**src/q2e_pkg.sv**
```systemverilog
package q2e_pkg;

	localparam int SW = 32;
	localparam int VW = 36;
	localparam int RW = 62;
	localparam int ROOT_W = 31;
	localparam int ATAN_LEN = 24;

	typedef struct packed {
		logic signed [15:0] quat_w;
		logic signed [15:0] quat_x;
		logic signed [15:0] quat_y;
		logic signed [15:0] quat_z;
	} q2e_in_t;

	typedef struct packed {
		logic signed [15:0] pitch_angle;
		logic signed [15:0] yaw_angle;
		logic signed [15:0] roll_angle;
		logic               pitch_clamped;
	} q2e_out_t;

	typedef struct packed {
		logic signed [SW-1:0] sin_arg;
		logic signed [VW-1:0] yaw_y;
		logic signed [VW-1:0] yaw_x;
		logic signed [VW-1:0] roll_y;
		logic signed [VW-1:0] roll_x;
		logic                 clamp;
	} q2e_side_t;

	typedef struct packed {
		q2e_side_t       side;
		logic [RW-1:0]   rad;
	} q2e_work_t;

	// atan(2^-i), 2^31 = pi
	function automatic logic [31:0] atan_entry(input int unsigned idx);
		logic [31:0] r;
		case (idx)
			0: r = 32'h20000000;
			1: r = 32'h12E4051E;
			2: r = 32'h09FB385B;
			3: r = 32'h051111D4;
			4: r = 32'h028B0D43;
			5: r = 32'h0145D7E1;
			6: r = 32'h00A2F61E;
			7: r = 32'h00517C55;
			8: r = 32'h0028BE53;
			9: r = 32'h00145F2F;
			10: r = 32'h000A2F98;
			11: r = 32'h000517CC;
			12: r = 32'h00028BE6;
			13: r = 32'h000145F3;
			14: r = 32'h0000A2FA;
			15: r = 32'h0000517D;
			16: r = 32'h000028BE;
			17: r = 32'h0000145F;
			18: r = 32'h00000A30;
			19: r = 32'h00000518;
			20: r = 32'h0000028C;
			21: r = 32'h00000146;
			22: r = 32'h000000A3;
			23: r = 32'h00000051;
			default: r = 32'h0;
		endcase
		return r;
	endfunction

endpackage

```
**src/q2e_queue.sv**
```systemverilog
module q2e_queue (
	input  logic                 clk,
	input  logic                 arst_n,
	input  logic                 push,
	input  q2e_pkg::q2e_work_t   push_data,
	output logic                 full,
	input  logic                 pop,
	output logic                 empty,
	output q2e_pkg::q2e_work_t   head
);

	q2e_pkg::q2e_work_t mem [4];
	logic [1:0] wr_q, rd_q;
	logic [2:0] cnt_q;

	assign full  = (cnt_q == 3'd4);
	assign empty = (cnt_q == 3'd0);
	assign head  = mem[rd_q];

	always_ff @(posedge clk or negedge arst_n) begin
		if (!arst_n) begin
			wr_q  <= '0;
			rd_q  <= '0;
			cnt_q <= '0;
		end else begin
			if (push) wr_q <= wr_q + 2'd1;
			if (pop) rd_q <= rd_q + 2'd1;
			cnt_q <= cnt_q + 3'(push) - 3'(pop);
		end
	end

	always_ff @(posedge clk) begin
		if (push) mem[wr_q] <= push_data;
	end

endmodule

```
**config.mk**
```make
export PLATFORM = sky130hd
export DESIGN_NAME = q2e_queue
export DESIGN_NICKNAME = d
export VERILOG_FILES = /design/src/q2e_pkg.sv /design/src/q2e_queue.sv
export SDC_FILE = /design/constraint.sdc
export NUM_CORES = 1
export LEC_CHECK = 0
export BUFFER_PORTS_ARGS = -buffer_cell sky130_fd_sc_hd__buf_2
export CELL_PAD_IN_SITES_DETAIL_PLACEMENT = 1
export CELL_PAD_IN_SITES_GLOBAL_PLACEMENT = 1
export CORE_ASPECT_RATIO = 0.9
export CORE_MARGIN = 3
export CORE_UTILIZATION = 50
export CTS_CLUSTER_SIZE = 16
export DETAILED_ROUTE_END_ITERATION = 8
export GPL_TIMING_DRIVEN = 1
export PLACE_DENSITY_LB_ADDON = 0.1
export SLEW_MARGIN = 20
export SYNTH_ARGS = -nofsm -noshare
export SYNTH_HDL_FRONTEND = slang
export SYNTH_SLANG_ARGS = --single-unit
```
**constraint.sdc**
```tcl
create_clock -name clk -period 9.3 [get_ports clk]
set_input_delay 1.86 -clock clk [delete_from_list [all_inputs] [get_ports clk]]
set_output_delay 1.86 -clock clk [all_outputs]
set_load 0.03 [all_outputs]
```
Word-level counts from Yosys, hierarchy flattened
Memories as Yosys holds them, arrays and structs flattened.
Index checks and enable logic that the tools add are counted.
Storage, ports and cells
  register bits after elaboration: 7
  memory bits (writable): 956
  input bits: 243
  output and inout port bits: 241
  word-level logic and storage cells: 12
  memories kept: 1
Memories
  mem: depth 4, bits a word 239, read ports 1, clocked after Yosys merged registers in 0, write ports 1, RTL line q2e_queue.sv:12  | q2e_pkg::q2e_work_t mem [4];
Operators by class
  add/sub/neg operators: 4
  eq/ne operators: 1
  muxes and demuxes: 2
  reduce and logical (&&, ||, !) cells: 1
Operator list (number)
  adder 2 x 1 -> 2 bit (second input constant): 2
  adder 3 x 1 -> 3 bit: 1
  equality test 3 bit (second input constant): 1
  logical NOT 3 bit: 1
  subtractor 3 x 1 -> 3 bit: 1
  two-way mux 1 bit: 2

Depth between registers and ports, before layout
  depth after elaboration: 2
  mapped depth: 7
  mapped depth without buffers: 7

Worst setup path before layout
Ideal clock, no wire load.
  path type: input-to-reg
  from: input port push
  to: memory mem[0][0] in the netlist's numbering (enable)
  library setup time: 0.629 ns
  arrival: 7.267 ns
  path slack: 1.404 ns
  stages on the path: 1
  path buffers: 0
  cell sequence: and2_1
On the way
  longest elaborated chain between the ends: 2
Ends and longest elaborated chain
  start: declaration: RTL line q2e_queue.sv:4  | input logic push,
  two-way mux 1 bit: RTL line q2e_queue.sv:33  | if (push) mem[wr_q] <= push_data;
  two-way mux 1 bit (implied by the code): RTL line q2e_queue.sv:33
  end: declaration: RTL line q2e_queue.sv:12
Every way passes these cells.

==> qor.csv <==
stage;metric;value;unit
run_status;status;finished, final reports clean;
timing;setup_viol;0;
clocking;cts_max_level;3;
clocking;ctsHoldBuffers;0;
floorplanning;design.core.area;68800;µm²
setup_path;cp.arrival;3410;ps
routing;drc_errors;0;
synth;synth_edf_count;956;
routing;first_pass_iters;4;
placed_design;dpl.hpwl;44.6;mm
floorplanning;rows;91;
power_and_ir_drop;power-per-cell-area;349;nW/µm²
routing;wirelength;75.1;mm
synth;ys_top_cells_by_count;edfxtp_1, mux4_2, buf_2;
timing;setup_slack;4030;ps
floorplanning;die_area;73000;µm²
clocking;cts_num_sinks;963;
final_layout;area_growth;18.6;%
synth;synth-seq-cells;963;
global_routing;grt_pass1_wl;111;mm
synth;synth_top_cell_area_share;0.823;
power_and_ir_drop;leakage;14.0;nW
final_layout;layout.cells.non_filler;2852;
global_routing;grt-ovfl-total;0;
synth;syn_area_per_cell;27.2;µm²
timing;slew-limit-headroom;0.256;
timing;max_freq;0.190;GHz
routing;drtIter0Drc;1127;
synth;ys_types;16;
clocking;cts_root_buf;clkbuf_16;
timing;finalCritPeriodShare;0.567;
synth;synth_flop_cell;edfxtp_1;
synth;yosysMostFrequentCell;edfxtp_1;
synth;syn_area;34900;µm²
floorplanning;dieWidth;284;µm
routing;ant_nets;0;
setup_path;end_kind;output pin;
clocking;post_cts_buffers;0;
global_routing;antenna_found_initial;29;
synth;async_flop_share;0.00727;
floorplanning;start_util;0.507;
timing;rsz0062_at_grt;no;
timing;drv_slew;0;
global_routing;grt_pass1_vias;17163;
routing;viasPerCell;5.42;
timing;finalSetupTns;0;ps
floorplanning;die_y;257;µm
worst_hold_path;hold_class;flip-flop to flip-flop;
final_layout;final_util;0.601;
setup_path;cp-start-kind;flip-flop;
clocking;post_cts_resized;0;
placed_design;place_ws;4650;ps
synth;yosysTopAreaCell;edfxtp_1;
global_routing;grt_max_degree;153;
timing;timing.final.crit_period;5270;ps
final_layout;final_nets;2072;
clocking;clock_latency;640;ps
setup_path;crit_required;7440;ps
timing;hold_violations;0;
synth;ys_seq_area_frac;0.828;
clocking;cts_buffer_depth;3;
clocking;cts_tree;done;
timing;worst_pin_slew;1120;ps
setup_path;worst-path-max-fanout;106;
power_and_ir_drop;ir_worst_vdd;0.283;mV
synth;synthCells;1283;
run;drv_cap;0;
routing;vias;15452;
placed_design;gp_congestion;0.726;
clocking;cts_inserted_buffers;95;
floorplanning;pin_count;484;
routing;routedWlPerCell;26.3;µm
setup_path;crit_type;flip-flop to output pin;
synth;syn_nets;1533;
timing;finClkSkew;20.5;ps
global_routing;grt.total_usage;0.207;
clocking;cts.clk_slew.worst_paths;60;ps
synth;yosysWarnings;0;
placed_design;place_inst;2655;
final_layout;drive_above_1_share;0.459;
placed_design;port_buffers;483;
synth;synth_area_leaders;edfxtp_1, mux4_2, buf_6, dfrtp_1, buf_2;
-- power breakdown --
part           switching [mW]  leakage [nW]  internal [mW]
clock                    1.56          1.49           2.15
combinational            3.13          3.64           1.65
sequential              0.274          8.86           5.68
-- routing by layer --
layer	global-route usage	up-vias	wire, µm
met5	0	-	105
met4	0.0777	16	2420
met3	0.0696	139	5730
met2	0.349	412	38900
met1	0.250	8165	28000
li1	-	6720	-
-- per-stage QoR --
step	cell area, µm²	power (mW)	hold slack [ps]
finish	41400	14.4	555
global route	41300	15.1	596
CTS	41300	14.7	562
detailed placement	38300	10.9	540
global placement	38300	10.9	531
floorplan	34900	9.66	491
-- worst max-delay path, cell delays in order, from the launching register on --
cell and delay (ps):
dfrtp_4 990, buf_12 630, mux4_2 670, buf_2 210
-- final cells by class --
type,count,area [µm²]
flip-flops and latches,963,28900
fillers,5752,27400
multi-input cells,260,5580
repair buffers,496,2600
clock buffers,125,2570
well taps,930,1160
clock inverters,52,478
diodes,20,50.0
inverters,6,22.5
-- placed cells by master, fill, tap and decap left out, types with 2 or more instances in the layout --
master / Yosys / final
clkbuf_1: 6 / 24
clkinv_1: 0 / 21
diode_2: 0 / 20
and2_4: 0 / 4
dfrtp_4: 0 / 2
clkbuf_8: 0 / 4
mux4_2: 239 / 239
buf_4: 0 / 6
xnor2_1: 3 / 3
bufinv_16: 0 / 7
ha_1: 6 / 6
clkinv_8: 0 / 3
dfrtp_1: 7 / 5
xor2_1: 2 / 2
nand2_1: 2 / 2
clkbuf_16: 0 / 97
clkinv_2: 0 / 17
inv_1: 6 / 6
edfxtp_1: 956 / 956
buf_2: 26 / 483
buf_12: 0 / 7
-- state kept, by name, summed over array words and instances (netlist names) --
name,flops
mem,956
wr_q,2
cnt_q,3
rd_q,2
-- path summary, 6_finish.rpt --
check	to	cells after the start	from	slack, ps
max in group asynchronous	rd_q[1]	1	arst_n	8010
max reg2reg	mem[2][136]	5	wr_q[0]	6250
min reg2reg	wr_q[0]	1	wr_q[0]	560
min	wr_q[0]	1	wr_q[0]	560
max	head[198]	3	rd_q[0]	4030
min in group asynchronous	cnt_q[0]	1	arst_n	1070
-- kinds of logic (layout without fill, tap and decap cells) --
| kind of cell | count (synthesis) | in the layout | share of synthesized area |
|---|---|---|---|
| AO/OA/AOI/OAI | 1 | 1 | 0.000143 |
| XOR/XNOR | 5 | 5 | 0.00126 |
| adder cells (fa/ha/maj) | 7 | 7 | 0.00273 |
| buffers and inverters | 60 | 679 | 0.0121 |
| flip-flops | 963 | 963 | 0.828 |
| multiplexers | 239 | 239 | 0.154 |
| other | 0 | 20 | 0 |
| AND/OR/NAND/NOR | 8 | 8 | 0.00126 |
No activity file was read; power rests on OpenSTA's default activity.
